File: config.mk
export PLATFORM = sky130hd
export DESIGN_NAME = pobs_ram
export DESIGN_NICKNAME = d
export VERILOG_FILES = /design/src/sv/pobs_ram.sv
export SDC_FILE = /design/constraint.sdc
export NUM_CORES = 1
export LEC_CHECK = 0
export BUFFER_PORTS_ARGS = -buffer_cell sky130_fd_sc_hd__buf_2
export CAP_MARGIN = 20
export CORE_ASPECT_RATIO = 1.4
export CORE_MARGIN = 1.5
export CORE_UTILIZATION = 60
export CTS_CLUSTER_SIZE = 10
export DETAILED_ROUTE_END_ITERATION = 8
export PLACE_DENSITY = 0.78
export SLEW_MARGIN = 20
export SYNTH_ARGS = -nofsm -noshare
export SYNTH_HDL_FRONTEND = slang
export SYNTH_SLANG_ARGS = --single-unit
File: constraint.sdc
create_clock -name clk -period 2.15 [get_ports clk]
set_input_delay 0.43 -clock clk [delete_from_list [all_inputs] [get_ports clk]]
set_output_delay 0.43 -clock clk [all_outputs]
set_load 0.05 [all_outputs]
File: src/sv/pobs_ram.sv
// generic single write port ram with registered read
module pobs_ram #(
  parameter int WIDTH = 8,
  parameter int DEPTH = 16
) (
  input  logic                     clk,
  input  logic                     we,
  input  logic [$clog2(DEPTH)-1:0] waddr,
  input  logic [WIDTH-1:0]         wdata,
  input  logic [$clog2(DEPTH)-1:0] raddr,
  output logic [WIDTH-1:0]         rdata
);

  logic [WIDTH-1:0] mem [DEPTH];

  always_ff @(posedge clk) begin
    if (we) begin
      mem[waddr] <= wdata;
    end
    rdata <= mem[raddr];
  end

endmodule

Yosys cells after proc, flatten, opt, wreduce, memory -nomap -nowiden. Memory sizes are Yosys's and may differ from the RTL's. A register that Yosys moved wholly into a read port is not among the register bits. Index checks and enable logic that the tools add are counted.

Register bits after elaboration: 0. Word-level logic and storage cells: 3. Output and inout port bits: 8. Memories: 1. RAM bits: 128. Bits of input ports: 18.

Memories: mem (words 16, bits a word 8, read ports 1, clocked after Yosys merged registers in 1, wr ports 1, RTL line 14) `logic [WIDTH-1:0] mem [DEPTH];`.

Muxes and demuxes: 2.

Operators by type and width (count): 1-bit 2-to-1 mux (2).

Logic depth before layout (Yosys ltp). Gate-level depths: netlist of the first run.

Depth after elaboration: 2. Mapped depth: 5. Depth with buffers taken out: 3.

Least setup slack after synthesis of the first run. OpenSTA, ideal clock, no wires.

Kind: input to register. Start point: in waddr[2]. End point: mem mem[0][0] (enable). Setup slack: 0.227 ns. Stages on the path: 2. Data required time: 1.767 ns. Arrival time: 1.540 ns. Library setup time: 0.383 ns. Path through: or3b_2 > nor3_1.

RTL lines: start: declaration (RTL line 8) `input logic [$clog2(DEPTH)-1:0] waddr,`; end: declaration (RTL line 14).

Straight into the memory's write port.

==> reports/qor.yml, run 1 <==
status: "finished, final reports clean"
place.gp.congestion: 0.814
hp-class: "in -> reg"
synthMuxAreaShare_pct: 15.0
dr_wl_met3_um: 484
min_path_cells: 1
synth.avg_cell_area_um2: 22.5
wl_per_cell_um: 23.6
yosys_warnings: 0
critPathLaunchType: "primary input"
rrSetupSlack_ns: 0.80
final_common_cell: "edfxtp_1"
clock_sinks: 136
synth_compound_area_share_pct: 2.33
hold_ws_ns: 0.384
insertion_delay_ns: 0.42
synth-simple-area-share_pct: 3.18
holdCritStartpoint: "wdata[0]"
htreeDepth: 4
clock_tree.root_cell: "clkbuf_16"
wl_met1_mm: 3.73
postCtsSetupBuffers: 0
die_area_um2: 9150
fin_nets: 307
cts_buffers: 17
grt_max_degree: 33
rsz0062_at_grt: "false"
finClkSkew_ns: 0.00842
worstRegToRegCells: 3
ir_drop_mv: 0.768
num_vias: 2493
synthesis.nets: 247
setup_violations: 0
max_freq_mhz: 645
critPathRequiredTime_ns: 2.45
fin_total_pwr_mw: 5.85
cts_tree: "yes"
slew_headroom_pct: 75.0
p_switching_mw: 1.17
min_to: "mem[4][0]$_DFFE_PP_"
synthAdderAreaFrac_pct: 0
via_per_inst: 6.17
row_count: 39
grt_pass1_vias: 2613
intPower_mw: 4.68
synth_cells: 229
synth-seq-cells: 136
grt_pass1_wl_mm: 14.5
period_minus_slack_ns: 1.55
rr_startpoint: "mem[9][2]$_DFFE_PP_"
cts_buffer_depth: 2
pwr-share-comb_pct: 5.8
p_per_area_nw_per_um2: 966
fin_crit_sh_pct: 72.2
r2r_end: "rdata[2]$_DFF_P_"
core_um2: 8250
p_seq_share_pct: 51.0
syn_to_final_growth_pct: 17.7
placed_cell_area_um2: 5530
final_cell_mix: "edfxtp_1 (128), buf_2 (25), buf_4 (24)"
drive_above_1_share_pct: 31.1
grt_util_all_layers_pct: 24.0
cts-resized-gates: 0
critPathCaptureType: "register"
drv_cap: 0
tns_ns: 0
hold_violations: 0
antenna_found_initial: 0
start_util_pct: 62.4
fillers: 474
die_w_um: 81.3
cp.arrival_ns: 1.85
drc: 0
diodes: 0
hpwl_mm: 6.15
worstSetupPathType: "in -> reg"
p_leak_nw: 2.10
met2_wirelength_mm: 4.99
p_clk_share_pct: 43.2
swShare_pct: 20.1
synth_top_family_by_area: "multiplexers"
ios: 26
path_clk_slew_ns: 0.06
synth_seq_area_share_pct: 77.8
wl_mm: 9.53
ant_nets: 0
cts_hold_buf: 0
die_y_um: 113
max_slew.worst_pin.slew_ns: 0.375
drt-pass1-iter-count: 5
drt_iter0_markers: 179
cp_max_fo: 12
synth_xor_area_share_pct: 0
top_layer: "met4"
drv_slew: 0
syn_area_um2: 5150
synth_cell_types: 19
port_buffers: 25
grt_remaining_overflow: 0
finalInstanceArea_um2: 6060
-- synth_stat cells --
cell type	count	area [um2]
edfxtp_1	128	3840
mux4_2	18	405
a22oi_1	16	120
mux4_1	14	368
nor2_1	13	48.8
nand2_1	9	33.8
dfxtp_1	8	160
nor3_1	4	20.0
buf_2	3	15.0
buf_6	3	33.8
clkdlybuf4s25_2	3	30.0
nand2b_1	2	12.5
nand3b_1	2	15.0
and2_1	1	6.26
and2b_1	1	7.51
buf_4	1	7.51
nand3_1	1	5.00
nor2b_1	1	6.26
or3b_2	1	8.76
-- layout make-up --
type | instances | area, um2 | share of cell area (%)
timing repair buffer | 51 | 345 | 5.70
clock inverter | 4 | 18.8 | 0.310
sequential | 136 | 4000 | 66.1
clock buffer | 28 | 507 | 8.36
tap | 102 | 128 | 2.11
multi-input combinational | 83 | 1060 | 17.4
-- per-stage QoR --
stage	instances	worst slack [ns]	utilization, %
after floorplan	229	0.227	-
after global placement	372	0.183	67.1
after detailed placement	372	0.149	67.1
after CTS	404	0.564	73.5
after global routing	404	0.510	73.5
final	404	0.598	73.5
-- worst max path at each step --
stage	from	endpoint	slack [ns]	depth (start not counted)
floorplan	waddr[2]	mem[0][0]$_DFFE_PP_	0.23	2
global placement	raddr[0]	rdata[0]$_DFF_P_	0.18	5
detailed placement	raddr[0]	rdata[2]$_DFF_P_	0.15	5
CTS	raddr[0]	rdata[2]$_DFF_P_	0.56	5
global route	raddr[0]	rdata[2]$_DFF_P_	0.51	5
finish	raddr[0]	rdata[2]$_DFF_P_	0.60	5
-- power groups by stage --
stage / combinational, mW / clock [mW] / sequential [mW]
finish: 0.337 / 2.53 / 2.99
global route: 0.362 / 2.65 / 2.99
CTS: 0.341 / 2.55 / 2.99
detailed placement: 0.339 / 0 / 3.04
global placement: 0.329 / 0 / 3.03
floorplan: 0.150 / 0 / 3.09
-- worst max-delay path, stage by stage --
cell	delay [ns]
buf_2	0.27
buf_12	0.20
mux4_1	0.57
a22oi_1	0.28
nand2_1	0.09
-- sequential cells by signal (all words and copies together), names as in the netlist --
signal and flops:
mem 128, rdata 8
-- cell families (layout without fill, tap and decap cells) --
kind of cell	count (synthesis)	after routing
AO/OA/AOI/OAI	16	16
buffers and inverters	10	83
flip-flops	136	136
multiplexers	32	32
AND/OR/NAND/NOR	35	35
-- layer usage --
metal,vias to the layer above,GRT usage (%)
met5,-,0
met3,27,6.02
met2,110,38.2
met1,1262,29.5
met4,0,13.8
li1,1094,-
Power figures use the tool's default switching activity.
==> run 2, diff against run 1 <==
clock period = 1.46 ns   (was 2.15 ns; I/O delays follow)
==> reports/qor.yml, run 2 (same netlist as run 1, synthesis figures left out) <==
port_buffers: 25  # unchanged
critPathCaptureType: "register"
insertion_delay_ns: 0.41  # about the same
met2_wirelength_mm: 5.17  # +3.5%
cp.arrival_ns: 1.70  # -0.15 ns
hold_ws_ns: 0.261  # -0.123 ns
row_count: 39  # unchanged
largest_reg_flops: 128  # unchanged
utilization_pct: 75.4  # +2.0 points
cp_max_fo: 1  # -11
ant_nets: 0  # unchanged
place.gp.congestion: 0.810  # -0.55%
final_cell_mix: "edfxtp_1 (128), buf_4 (29), buf_2 (25)"
hp-class: "in -> reg"
drt_iter0_markers: 286  # +60%
hold_violations: 0  # unchanged
wl_met1_mm: 4.02  # +7.8%
slew_headroom_pct: 48.7  # -26 points
antenna_found_initial: 0  # unchanged
max_slew.worst_pin.slew_ns: 0.767  # +0.392 ns
drc: 0  # unchanged
grt_pass1_wl_mm: 15.2  # +4.7%
clock_sinks: 136  # unchanged
cp-startpoint: "mem[1][0]$_DFFE_PP_"
critPathRequiredTime_ns: 1.74  # -0.71 ns
core_um2: 8250  # unchanged
wl_per_cell_um: 24.4  # +3.2%
drv_slew: 0  # unchanged
period_minus_slack_ns: 1.42
drive_above_1_share_pct: 35.2  # +4.0 points
p_per_area_nw_per_um2: 1450  # +50%
worstSetupPathType: "reg -> reg"
die_y_um: 113  # unchanged
setup_violations: 0  # unchanged
drv_cap: 0  # unchanged
finClkSkew_ns: 0.00622  # -0.00221 ns
ir_drop_mv: 1.09  # +42%
setup_slack_ns: 0.0431  # -0.555 ns
path_clk_slew_ns: 0.05  # about the same
htreeDepth: 4  # unchanged
grt_remaining_overflow: 0  # unchanged
registers.top_by_ff_count: "mem"
fin_crit_sh_pct: 97.0
clock_tree.root_cell: "clkbuf_16"
finalInstanceArea_um2: 6220  # +2.7%
rr_startpoint: "mem[1][0]$_DFFE_PP_"
cts_buffer_depth: 2  # unchanged
die_area_um2: 9150  # unchanged
fillers: 427  # -9.9%
grt_pass1_vias: 2741  # +4.9%
final_common_cell: "edfxtp_1"
postCtsSetupBuffers: 0  # unchanged
r2r_end: "rdata[0]$_DFF_P_"
top_layer: "met4"
cts_tree: "yes"
tns_ns: 0  # unchanged
multi_input_comb_area_um2: 1080  # +1.9%
wl_mm: 10.0  # +5.3%
start_util_pct: 62.4  # unchanged
syn_to_final_growth_pct: 20.9
status: "finished, final reports clean"
worstRegToRegCells: 3  # unchanged
grt_util_all_layers_pct: 24.9  # +0.89 points
fin_nets: 315  # +2.6%
num_vias: 2550  # +2.3%
max_freq_mhz: 706
grt_max_degree: 17  # -48%
drt-pass1-iter-count: 6  # +1
dr_wl_met3_um: 545  # +13%
ff_latch_area_um2: 4000  # unchanged
hpwl_mm: 6.47  # +5.1%
rrSetupSlack_ns: 0.04  # -0.76 ns
diodes: 0  # unchanged
endpoint: "rdata[0]$_DFF_P_"
critPathLaunchType: "register"
cts_buffers: 17  # unchanged
die_w_um: 81.3  # unchanged
p_leak_nw: 2.18  # +4.0%
dp_worst_setup_slack_ns: -0.312  # -0.460 ns
rsz0062_at_grt: "false"
ios: 26  # unchanged
placed_cell_area_um2: 5650  # +2.0%
via_per_inst: 6.19  # +0.30%
reg_top3: "mem: 128 flops, rdata: 8 flops"
-- run 2: cell types whose count changed in the layout (fill, tap and decap cells not counted), sizes merged --
cell,previous run,this run
buf,51,59
clkbuf,28,20
clkinv,4,9
bufinv,0,3
-- run 2: power by group --
group	leakage (nW)	switching [mW]	internal, mW
registers	1.22	0.0282	4.37
logic	0.675	0.324	0.204
clock network	0.286	1.44	2.64
total	2.18	1.79	7.22
-- run 2: worst min path at each step --
stage	start	to	slack, ns	cells past startpoint
after detailed placement	mem[7][1]$_DFFE_PP_	rdata[1]$_DFF_P_	0.66	3
after global placement	mem[15][5]$_DFFE_PP_	rdata[5]$_DFF_P_	0.65	3
after CTS	wdata[1]	mem[0][1]$_DFFE_PP_	0.26	1
after floorplan	wdata[0]	mem[0][0]$_DFFE_PP_	0.39	0
after global routing	wdata[5]	mem[7][5]$_DFFE_PP_	0.26	1
final	wdata[5]	mem[7][5]$_DFFE_PP_	0.26	1
-- run 2: repair_timing --
| action | 4_1_cts | 5_1_grt |
|---|---|---|
| gates resized for setup | 0 | 1 |
| endpoints found under the hold margin | 0 | 0 |
| setup endpoints to repair | 0 | 1 |
| hold buffers | 0 | 0 |
-- run 2: area by class of cell --
class | count | share of cell area, %
Multi-Input combinational cell | 83 | 17.3
Clock buffer | 20 | 7.02
Sequential cell | 136 | 64.4
Tap cell | 102 | 2.05
Timing Repair Buffer | 59 | 7.12
Clock inverter | 12 | 2.13
-- run 2: layer usage --
metal	vias to the layer above	global-route usage, %
li1	1112	-
met1	1302	32.2
met2	114	38.2
met3	22	8.46
met4	0	11.0
met5	-	0
-- run 2: critical path: stages (launching register included) --
cell	delay, ns
edfxtp_1	0.37
mux4_1	0.52
a22oi_1	0.29
nand2_1	0.12
-- run 2: metrics by stage --
step                      power (mW)  cells
final                           9.01    412
after global routing            9.23    412
after CTS                       9.04    412
after detailed placement        5.00    380
after global placement          4.98    380
after floorplan                 4.78    229
