`src/sv/pobs_pkg.sv`:
```
// shared types and constants for the pulse oximetry beat and spo2 block
package pobs_pkg;

  localparam int SMOOTH_TAPS  = 5;
  localparam int RATE_ENTRIES = 4;
  localparam int WINDOW_DEPTH = 100;

  localparam int RAW_W    = 24;
  localparam int SAMPLE_W = 18;
  localparam int TIME_W   = 32;
  localparam int THR_W    = 10;
  localparam int IVL_W    = 16;
  localparam int BEATS_W  = 4;
  localparam int BPM_W    = 8;
  localparam int SPO2_W   = 10;
  localparam int SLOPE_W  = 20;

  localparam int CFG_ADDR_W = 3;
  localparam int CFG_DATA_W = 18;

  typedef enum logic [CFG_ADDR_W-1:0] {
    REG_FINGER_THR = 3'd0,
    REG_SLOPE_THR  = 3'd1,
    REG_BEAT_MIN   = 3'd2,
    REG_IVL_MIN    = 3'd3,
    REG_IVL_MAX    = 3'd4,
    REG_MIN_BEATS  = 3'd5
  } reg_idx_t;

  localparam logic [SAMPLE_W-1:0] FINGER_THR_RST = 18'd50000;
  localparam logic [THR_W-1:0]    SLOPE_THR_RST  = 10'd20;
  localparam logic [SAMPLE_W-1:0] BEAT_MIN_RST   = 18'd100000;
  localparam logic [IVL_W-1:0]    IVL_MIN_RST    = 16'd350;
  localparam logic [IVL_W-1:0]    IVL_MAX_RST    = 16'd2500;
  localparam logic [BEATS_W-1:0]  MIN_BEATS_RST  = 4'd3;
  localparam logic [SAMPLE_W-1:0] SAMPLE_MAX     = 18'h3FFFF;

  // moving average: divide by taps through a reciprocal multiply
  localparam int SM_PW    = $clog2(SMOOTH_TAPS);
  localparam int SM_SUM_W = SAMPLE_W + $clog2(SMOOTH_TAPS);
  localparam int SM_SHIFT = SM_SUM_W + $clog2(SMOOTH_TAPS);
  localparam logic [SM_SHIFT-1:0] SM_RECIP =
    SM_SHIFT'(((64'd1 << SM_SHIFT) + 64'(SMOOTH_TAPS) - 64'd1) / 64'(SMOOTH_TAPS));

  localparam int RATE_PW    = (RATE_ENTRIES > 1) ? $clog2(RATE_ENTRIES) : 1;
  localparam int RATE_CW    = $clog2(RATE_ENTRIES + 1);
  localparam int RATE_ACC_W = BPM_W + RATE_CW;

  localparam int WIN_AW    = $clog2(WINDOW_DEPTH);
  localparam int WIN_SUM_W = SAMPLE_W + $clog2(WINDOW_DEPTH);
  localparam int PROD_W    = SAMPLE_W + WIN_SUM_W;
  localparam int WIN_DW    = 2 * SAMPLE_W;

  // shared serial divider
  localparam int DIV_W   = PROD_W + 9;
  localparam int DEN_W   = PROD_W;
  localparam int DIV_SW  = $clog2(DIV_W + 1);
  localparam int SHORT_W = 16;

  localparam logic [SHORT_W-1:0] MS_PER_MIN = 16'd60000;
  localparam logic [BPM_W-1:0]   BPM_LOW    = 8'd40;
  localparam logic [BPM_W-1:0]   BPM_HIGH   = 8'd180;

  // spo2 tenths = 1040 - ceil(170 * num / den)
  localparam int SPO2_BASE = 1040;
  localparam int SPO2_GAIN = 170;
  localparam int SPO2_FULL = 1000;
  localparam int SPO2_MIN  = 700;
  localparam logic [DIV_W-1:0] SPO2_C_HI = DIV_W'(SPO2_BASE - SPO2_MIN);
  localparam logic [DIV_W-1:0] SPO2_C_LO = DIV_W'(SPO2_BASE - SPO2_FULL);

  typedef struct packed {
    logic              start;
    logic [DIV_SW-1:0] steps;
  } div_ctl_t;

endpackage

```
`src/sv/pobs_div.sv`:
```
// restoring divider, one quotient bit per cycle, numerator taken msb first
module pobs_div (
  input  logic                           clk,
  input  logic                           rst,
  input  pobs_pkg::div_ctl_t             ctl,
  input  logic [pobs_pkg::DIV_W-1:0]     numer,
  input  logic [pobs_pkg::DEN_W-1:0]     denom,
  output logic                           done,
  output logic [pobs_pkg::DIV_W-1:0]     quot
);

  logic                          busy;
  logic [pobs_pkg::DIV_SW-1:0]   cnt;
  logic [pobs_pkg::DIV_W-1:0]    num_sh;
  logic [pobs_pkg::DEN_W-1:0]    rem;
  logic [pobs_pkg::DEN_W-1:0]    den;
  logic [pobs_pkg::DEN_W:0]      rem_sh;
  logic [pobs_pkg::DEN_W:0]      rem_next;
  logic                          fits;

  always_comb begin
    rem_sh   = {rem, num_sh[pobs_pkg::DIV_W-1]};
    fits     = rem_sh >= {1'b0, den};
    rem_next = fits ? rem_sh - {1'b0, den} : rem_sh;
  end

  always_ff @(posedge clk) begin
    if (rst) begin
      busy <= 1'b0;
      done <= 1'b0;
    end else begin
      done <= 1'b0;
      if (ctl.start) begin
        busy   <= 1'b1;
        cnt    <= ctl.steps;
        num_sh <= numer;
        rem    <= '0;
        den    <= denom;
        quot   <= '0;
      end else if (busy) begin
        num_sh <= num_sh << 1;
        rem    <= rem_next[pobs_pkg::DEN_W-1:0];
        quot   <= {quot[pobs_pkg::DIV_W-2:0], fits};
        cnt    <= cnt - 1'b1;
        if (cnt == pobs_pkg::DIV_SW'(1)) begin
          busy <= 1'b0;
          done <= 1'b1;
        end
      end
    end
  end

endmodule

```
`config.mk`:
```
export PLATFORM = sky130hd
export DESIGN_NAME = pobs_div
export DESIGN_NICKNAME = d
export VERILOG_FILES = /design/src/sv/pobs_pkg.sv /design/src/sv/pobs_div.sv
export SDC_FILE = /design/constraint.sdc
export NUM_CORES = 1
export LEC_CHECK = 0
export BUFFER_PORTS_ARGS = -buffer_cell sky130_fd_sc_hd__clkbuf_2
export CAP_MARGIN = 30
export CORE_AREA = 2 2 179 181
export CTS_BUF_LIST = sky130_fd_sc_hd__clkbuf_4 sky130_fd_sc_hd__clkbuf_8
export CTS_CLUSTER_DIAMETER = 120
export DETAILED_ROUTE_END_ITERATION = 10
export DIE_AREA = 0 0 181 183
export GPL_ROUTABILITY_DRIVEN = 0
export HOLD_SLACK_MARGIN = 0.03
export PLACE_DENSITY = 0.63
export SLEW_MARGIN = 20
export SYNTH_ARGS = -nofsm -noshare
export SYNTH_HDL_FRONTEND = slang
export SYNTH_SLANG_ARGS = --single-unit
```
`constraint.sdc`:
```
create_clock -name clk -period 11.15 [get_ports clk]
set_input_delay 1.115 -clock clk [delete_from_list [all_inputs] [get_ports clk]]
set_output_delay 1.115 -clock clk [all_outputs]
set_load 0.05 [all_outputs]
```
Word-level counts from Yosys, hierarchy flattened. Index checks and enable logic that the tools add are counted.

Bits in registers: 198. Latch bits: 0. Bits in writable memories: 0. Bits in read-only memories: 0. Bits of input ports: 104. Output and inout bits: 53. Logic and storage cells: 28. Memories: 0.

$add $sub $neg: 2. Multiply operators: 0. Divide/modulo/power cells: 0. $lt $le $gt $ge: 1. Equality and inequality tests: 1. Shift operators: 0. Multiplexer cells: 11. Bitwise operators: 2. Reductions and logical operators: 4.

Operator list (count): $mux W52 (3); $mux W43 (2); $ge A44 B43 Y1 (1); $sub A43 B43 Y43 (1); $mux W6 (2); $eq A6 B1 Y1 const B (1); $sub A6 B1 Y6 const B (1); $mux W1 (4); $reduce_and A2 Y1 (2); $reduce_or A3 Y1 (1); $not A1 Y1 (2); $reduce_bool A2 Y1 (1).

Logic depth before layout (Yosys ltp). Gate-level depths: netlist (run 1).

Depth in word-level cells: 4. Gate-level depth with buffers: 15. Gate-level depth less buffers: 13.

Least setup slack after synthesis (run 1). Ideal clock, no wire load.

Path kind: input-to-reg. From: input port ctl[6] (netlist name). To: register cnt[0] (netlist name), enable pin. Setup time: 674 ps. Arrival time: 7732 ps. Required time: 10476 ps. Setup slack: 2744 ps. Stages on the path: 3. Buffers on the path: 1. Cells stage by stage: buf_6 nor2_1 nor2_1.

Longest elaborated chain between the ends: 2.

Ends and longest elaborated chain: start: declaration (line pobs_div.sv:5) `input pobs_pkg::div_ctl_t ctl,`; $reduce_bool A2 Y1 (no line); $reduce_and A2 Y1 (no line); end signal: assignment (line pobs_div.sv:35) `cnt <= ctl.steps;`; end signal: assignment (line pobs_div.sv:44) `cnt <= cnt - 1'b1;`; end: declaration (line pobs_div.sv:13) `logic [pobs_pkg::DIV_SW-1:0] cnt;`.

No other way between the ends. A chain may end at the register's enable or synchronous reset.

Worst setup path in the final report (run 1).
From: register rem[12] (netlist name). To: register rem[39] (netlist name), data pin.

Longest elaborated chain between the ends: 3. Elaborated cells on any way between the ends: 4. Classes of those cells: 1 x add/sub; 1 x order compare; 2 x mux.

Ends and longest elaborated chain: start: declaration (line pobs_div.sv:15) `logic [pobs_pkg::DEN_W-1:0] rem;`; start signal: assignment (line pobs_div.sv:42) `rem <= rem_next[pobs_pkg::DEN_W-1:0];`; $sub A43 B43 Y43 or $ge A44 B43 Y1 (tied branches) (line pobs_div.sv:24, pobs_div.sv:23); $mux W43 * (line pobs_div.sv:24) `rem_next = fits ? rem_sh - {1'b0, den} : rem_sh;`; $mux W43 * (line pobs_div.sv:40) `end else if (busy) begin`.

Every way passes the cells marked *; elsewhere a longest branch is shown, timed or not. The select of a mux whose other input is x is not followed.

==> flow_summary_export.csv, run 1 <==
group,metric,value,unit
clock_tree,clock_latency,0.50,ns
placed_design,dp.cells,1390,
power_and_ir_drop,p_leak,0.00471,uW
worst_setup_path,path_class,"register to register",
timing,report.final.hold_viol_count,0,
synthesis,synth-compound-area-share,10.9,%
floorplanning,initial_utilization,33.4,%
grt,grt_pass1_wl,37100,um
layout,final_layout_size_suffix_gt1_share,26.9,%
synthesis,synth.area.mux_share,7.05,%
route,drt_first_pass_iters,5,
timing,slew_headroom,38.9,%
grt,use_met1,18.0,%
power_and_ir_drop,vdd_ir_drop_max,0.0855,mV
worst_hold_path,hold_start,"busy",
clock_tree,clock_path_buffers,2,
synthesis,netlist_area,10400,um2
grt,gr-usage-all-layers,14.3,%
timing,fmax,262,MHz
route,antenna_left,0,
synthesis,synth_nets,1013,
floorplanning,ioPinCount,157,
floorplanning,num_rows,65,
clock_tree,cts_sinks,198,
worst_setup_path,slowest_delay,0.59,ns
layout,nets,1157,
grt,grt_overflow_total,0,
synthesis,ys_ff_latch,198,
clock_tree,cts_root_buf,"clkbuf_8",
timing,post-route-min-period,3.82,ns
layout,final_cells,1423,
timing,rsz0062_at_grt,"no",
run,drv_cap,0,
layout,nFillCells,3089,
timing,min_period_over_period,34.2,%
power_and_ir_drop,power_density,152,nW/um2
worst_setup_path,r2r_setup_slack,7.33,ns
route,post_drt_via_cell_ratio,4.83,
synthesis,yosys.area_share.simple,11.8,%
grt,grt_max_degree,86,
synthesis,synth_top_family_by_area,"simple AND/OR/NAND/NOR gates",
grt,grt.busiest_layer,"met2",
worst_hold_path,min_path_type,"register to register",
worst_setup_path,critPathBufInv,1,
synthesis,synth_area_per_cell,12.1,um2
synthesis,yosys.area_share.adder,5.59,%
synthesis,netlist-cell-type-count,68,
clock_tree,clk_pin_slew,0.12,ns
placed_design,dp_hpwl,16200,um
worst_setup_path,cp_top_family,"compound AO/OA/AOI/OAI gates",
layout,final_cell_mix,"196 x edfxtp_1, 155 x clkbuf_2, 85 x nor2_1, 68 x a21oi_1, 58 x nor2b_1",
clock_tree,cts_hold_buf,0,
clock_tree,cts_made_buffers,17,
route,vias,6866,
synthesis,postSynth.asyncResetShare,0,%
worst_setup_path,crit_path_start,"rem[12]",
worst_setup_path,cpMaxStageDelayCell,"buf_4",
synthesis,ys.flop_type,"edfxtp_1",
synthesis,ys_warn_count,0,
placed_design,port_buffers,156,
route,post_drt_wl_per_cell,16.2,um
worst_setup_path,crit_required,11.41,ns
timing,tns,0,ns
status,status,"finished, final reports clean",
synthesis,synth_edf_count,196,
timing,worst_pin_slew,0.917,ns
synthesis,yosysSeqAreaShare,56.8,%
floorplanning,core_area,31200,um2
route,wirelength,23000,um
timing,slew_violations,0,
grt,use_met2,22.4,%
worst_setup_path,worstReg2RegStart,"rem[12]",
worst_setup_path,cp_max_fo,57,
grt,grt_pass1_vias,6938,
clock_tree,h-tree-depth,4,
floorplanning,die_h,183,um
layout,final_common_cell,"edfxtp_1",
synthesis,synth_xor_area_share,3.61,%
floorplanning,die_w,181,um
worst_setup_path,cp-end-kind,"register",
clock_tree,post_cts_buffers,0,
route,drtIter0Drc,459,
worst_setup_path,critPathLaunchType,"register",
worst_setup_path,crit_arrival,4.08,ns
clock_tree,cts_tree,"built",
route,drt_drc_violations_left,0,
grt,grt_use_met3,6.10,%
floorplanning,die_area,33100,um2
grt,grt_antenna_before_repair,3,
worst_setup_path,cp_cell_sequence,"ha_1, a21o_1, a211oi_1, o211ai_1, o21ai_1, o21ai_2, a21oi_2, o31a_2, buf_4, nor4b_2, a221o_1",
timing,finClkSkew,0.0241,ns
synthesis,netlist_instances,863,
clock_tree,cts_resized,0,
layout,area_growth,14.4,%
timing,finalSetupViolations,0,
[synthesized netlist by cell type, types with 12 or more instances]
library cell / count / share of area [%]
a21o_1: 16 / 1.2
a21oi_1: 68 / 3.3
clkbuf_1: 21 / 0.76
edfxtp_1: 196 / 56
ha_1: 45 / 5.4
inv_1: 55 / 2.0
mux2_2: 51 / 5.5
mux2i_1: 16 / 1.5
nand2_1: 43 / 1.5
nand3_1: 12 / 0.58
nor2_1: 86 / 3.1
nor2b_1: 59 / 3.5
o21ai_0: 21 / 1.0
xnor2_1: 27 / 2.3
xor2_1: 16 / 1.3
[stage by stage]
step	utilization (%)	setup slack, ns	area (um2)	hold WS, ns	power (uW)
after detailed placement	37.1	7.05	11600	0.492	1390
after global routing	38.2	6.97	11900	0.518	1920
after global placement	37.0	7.04	11500	0.498	1380
after CTS	38.2	7.30	11900	0.509	1840
after floorplan	-	2.74	10400	0.460	1300
final	38.2	7.33	11900	0.503	1810
[cells by family after synthesis]
group                    Yosys count
adder cells (fa/ha/maj)           46
AND/OR/NAND/NOR                  246
buffers and inverters             94
multiplexers                      67
AO/OA/AOI/OAI                    169
flip-flops                       198
XOR/XNOR                          43
[layer usage]
layer | wire length (um) | vias up | part of all wire (%)
met5 | 27 | - | 0.12
met4 | 324 | 4 | 1.4
met3 | 2010 | 23 | 8.7
met2 | 10400 | 190 | 45
met1 | 10300 | 3242 | 45
li1 | - | 3407 | -
[final cells by class]
| cell class | count | area [um2] | area share, % |
|---|---|---|---|
| Antenna cell | 1 | 2.50 | 0.0210 |
| Clock buffer | 17 | 234 | 1.96 |
| Clock inverter | 15 | 121 | 1.02 |
| Inverter | 56 | 210 | 1.76 |
| Multi-Input combinational cell | 571 | 4080 | 34.2 |
| Sequential cell | 198 | 5930 | 49.7 |
| Tap cell | 402 | 503 | 4.22 |
| Timing Repair Buffer | 163 | 856 | 7.17 |
[registers in the layout, summed over array words and instances (netlist names)]
signal	count
busy	1
rem	43
den	43
done	1
cnt	6
quot	52
num_sh	52
[where the power goes]
group	switching, uW	total [uW]	internal (uW)
Combinational	274	455	180
Clock	284	444	160
Sequential	24.8	915	890
[final timing paths]
| path | cells after the start | to |
|---|---|---|
| worst min register to register | 1 | done |
| worst max register to register | 11 | rem[39] |
| worst max-delay path | 11 | rem[39] |
| worst min-delay path | 1 | done |
(Power assumes the default switching activity.)
==> run 2, diff against run 1 <==
- ABC_AREA: unset -> 1
- CORE_AREA: 2 2 179 181 -> 2 2 187 189
- DIE_AREA: 0 0 181 183 -> 0 0 189 191
- PLACE_DENSITY: 0.63 -> 0.62
- clock period: 11.15 -> 3.7 ns (I/O delays scaled with it)
==> flow_summary_export.csv, run 2 <==
group,metric,value,unit
status,status,"finished, final reports clean",
layout,top_regs,"num_sh x52, quot x52",
layout,fin_util,39.8,%
route,post_drt_wl_per_cell,13.5,um
worst_hold_path,hold_start,"denom[24]",
floorplanning,die_h,191,um
synthesis,yosysTopAreaCell,"edfxtp_1",
worst_hold_path,min_to,"den[24]",
synthesis,synth_edf_count,196,
route,drt_drc_violations_left,0,
timing,rsz0062_at_grt,"no",
timing,slew_headroom,43.7,%
route,antenna_left,0,
placed_design,dp_hpwl,21000,um
route,vias,9269,
timing,finClkSkew,0.0198,ns
synthesis,netlist_top_cells_count,"481 x nand2_1, 261 x inv_1, 196 x edfxtp_1, 189 x nor2_1, 50 x nand3_1",
route,wl_met2,12500,um
floorplanning,initial_utilization,33.6,%
power_and_ir_drop,vdd_ir_drop_max,0.324,mV
clock_tree,cts_made_buffers,17,
power_and_ir_drop,switching_power,1940,uW
floorplanning,ioPinCount,157,
route,met3_wirelength,2240,um
synthesis,yosysSeqAreaShare,51.7,%
layout,diodes,0,
grt,grt_pass1_wl,45300,um
worst_setup_path,r2r_setup_slack,0.84,ns
worst_setup_path,worstReg2RegStart,"num_sh[51]",
grt,grt_pass1_vias,9029,
synthesis,yosysMostFrequentCell,"nand2_1",
synthesis,netlist_instances,1420,
synthesis,synth_nets,1570,
clock_tree,cts_tree,"built",
worst_setup_path,rr_endpoint,"rem[4]",
clock_tree,clk_pin_slew,0.11,ns
power_and_ir_drop,seq_power_share,47.5,%
worst_setup_path,ff2ff_path_depth,15,
timing,finalSetupViolations,0,
timing,slew_violations,0,
floorplanning,die_w,189,um
synthesis,ys.flop_type,"edfxtp_1",
placed_design,port_buffers,156,
timing,post-route-min-period,2.86,ns
route,highest_layer,"met4",
layout,final_common_cell,"nand2_1",
clock_tree,cts_resized,0,
synthesis,netlist-cell-type-count,33,
synthesis,yosysTopAreaCellShare,51.4,%
clock_tree,clock_path_buffers,2,
power_and_ir_drop,pwr-share-clk,26.3,%
run,drv_cap,0,
grt,gr-usage-all-layers,15.9,%
clock_tree,cts_sinks,198,
worst_setup_path,critPathLaunchType,"register",
layout,area_growth,18.7,%
worst_setup_path,crit_arrival,3.11,ns
power_and_ir_drop,p_comb_share,26.2,%
worst_hold_path,holdPathStages,1,
synthesis,ys_ff_latch,198,
route,drtIter0Drc,620,
timing,tns,0,ns
route,drt_first_pass_iters,6,
worst_setup_path,path_class,"register to register",
route,wl_met1,12700,um
synthesis,ys_warn_count,0,
placed_design,dp.cells,2006,
power_and_ir_drop,sw_frac_of_total,33.4,%
power_and_ir_drop,p_int,3880,uW
worst_setup_path,cp_max_fo,30,
layout,final_cell_mix,"481 x nand2_1, 261 x inv_1, 196 x edfxtp_1, 188 x nor2_1, 155 x clkbuf_2",
layout,final_layout_size_suffix_gt1_share,13.7,%
power_and_ir_drop,power_density,428,nW/um2
floorplanning,num_rows,68,
synthesis,synth_area_per_cell,8.06,um2
layout,nets,1760,
power_and_ir_drop,p_leak,0.00677,uW
clock_tree,cts_root_buf,"clkbuf_8",
timing,fmax,349,MHz
synthesis,netlist_area,11500,um2
worst_setup_path,cp-end-kind,"register",
route,post_drt_via_cell_ratio,4.46,
clock_tree,clock_latency,0.49,ns
timing,worst_pin_slew,0.844,ns
clock_tree,h-tree-depth,4,
grt,grt_antenna_before_repair,0,
timing,finalWorstSetupSlack,0.836,ns
synthesis,postSynth.asyncResetShare,0,%
floorplanning,die_area,36100,um2
grt,grt_overflow_total,0,
grt,grt_max_degree,99,
timing,report.final.hold_viol_count,0,
worst_setup_path,crit_required,3.95,ns
route,wirelength,28000,um
floorplanning,core_area,34100,um2
worst_hold_path,min_path_type,"primary input to register",
placed_design,dp_worst_setup_slack,0.844,ns
layout,final_cells,2078,
synthesis,yosys-top-cells-area,"edfxtp_1 51%, nand2_1 16%, inv_1 8.6%, nor2_1 6.2%, ha_1 4.9%",
timing,min_period_over_period,77.4,%
run 2: cell count changes after synthesis, moves of 9 or more:
cell | previous run | this run
a21o_1 | 16 | 1
a21oi_1 | 68 | 37
inv_1 | 55 | 261
mux2_2 | 51 | 0
mux2i_1 | 16 | 0
nand2_1 | 43 | 481
nand3_1 | 12 | 50
nor2_1 | 86 | 189
nor2_2 | 0 | 9
nor2b_1 | 59 | 0
o21ai_0 | 21 | 40
xnor2_1 | 27 | 2
xor2_1 | 16 | 26
run 2: critical path, stage by stage (launching register included):
cell,delay (ns)
edfxtp_1,0.35
inv_1,0.05
ha_1,0.22
fa_1,0.40
inv_1,0.09
nand3_1,0.08
nand3_2,0.12
nand3_1,0.09
nand3_2,0.10
nand2_1,0.07
nand2_2,0.09
nand2_2,0.08
nand2_4,0.26
inv_2,0.31
nor2_1,0.19
nor2_1,0.06
run 2: repair_timing:
action                                  CTS  global route
endpoints found under the hold margin    34             6
buffers inserted                          0             0
hold buffers                             34             6
endpoints found under the setup margin    0             0
run 2: final cells by class:
cell class / instances / area [um2]
fillers: 3491 / 20500
repair buffers: 203 / 1270
clock inverters: 15 / 199
flip-flops and latches: 198 / 5930
well taps: 455 / 569
inverters: 264 / 991
multi-input cells: 926 / 4400
clock buffers: 17 / 234
run 2: worst max path at each step:
stage | slack, ns | start | depth (start not counted) | endpoint
after floorplan | 0.006 | ctl[6] | 4 | cnt[0]
after global placement | 0.94 | num_sh[51] | 15 | rem[0]
after detailed placement | 0.84 | num_sh[51] | 15 | rem[18]
after CTS | 0.82 | num_sh[51] | 15 | rem[18]
after global routing | 0.54 | num_sh[51] | 15 | rem[5]
final | 0.84 | num_sh[51] | 15 | rem[4]
run 2: power by group through the flow:
stage	sequential (uW)	combinational (uW)	clock, uW
detailed placement	2810	1490	0
floorplan	2910	999	0
finish	2760	1520	1530
global placement	2810	1470	0
global route	2780	1730	1670
CTS	2760	1530	1590
run 2: metrics by stage:
step,total power [uW],hold slack (ns),area (um2)
final,5810,0.0749,13600
after global routing,6180,0.0349,13600
after CTS,5880,0.0302,13500
after detailed placement,4300,0.498,12800
after global placement,4280,0.494,12700
after floorplan,3910,0.447,11500
run 2: layer usage:
layer,up-vias,track usage (%)
met4,0,4.78
met2,253,25.4
met5,-,0
li1,4792,-
met3,31,5.51
met1,4193,20.1
run 2: cell families (layout without fill, tap and decap cells):
kind of cell	Yosys count	after routing	share of synthesized area, %
AOI/OAI and AO/OA	98	98	4.76
xor gates and xnor gates	28	28	2.14
adders and majority gates	46	46	5.09
buffers and inverters	296	499	9.98
DFF	198	198	51.7
and+or+nand+nor	754	754	26.3
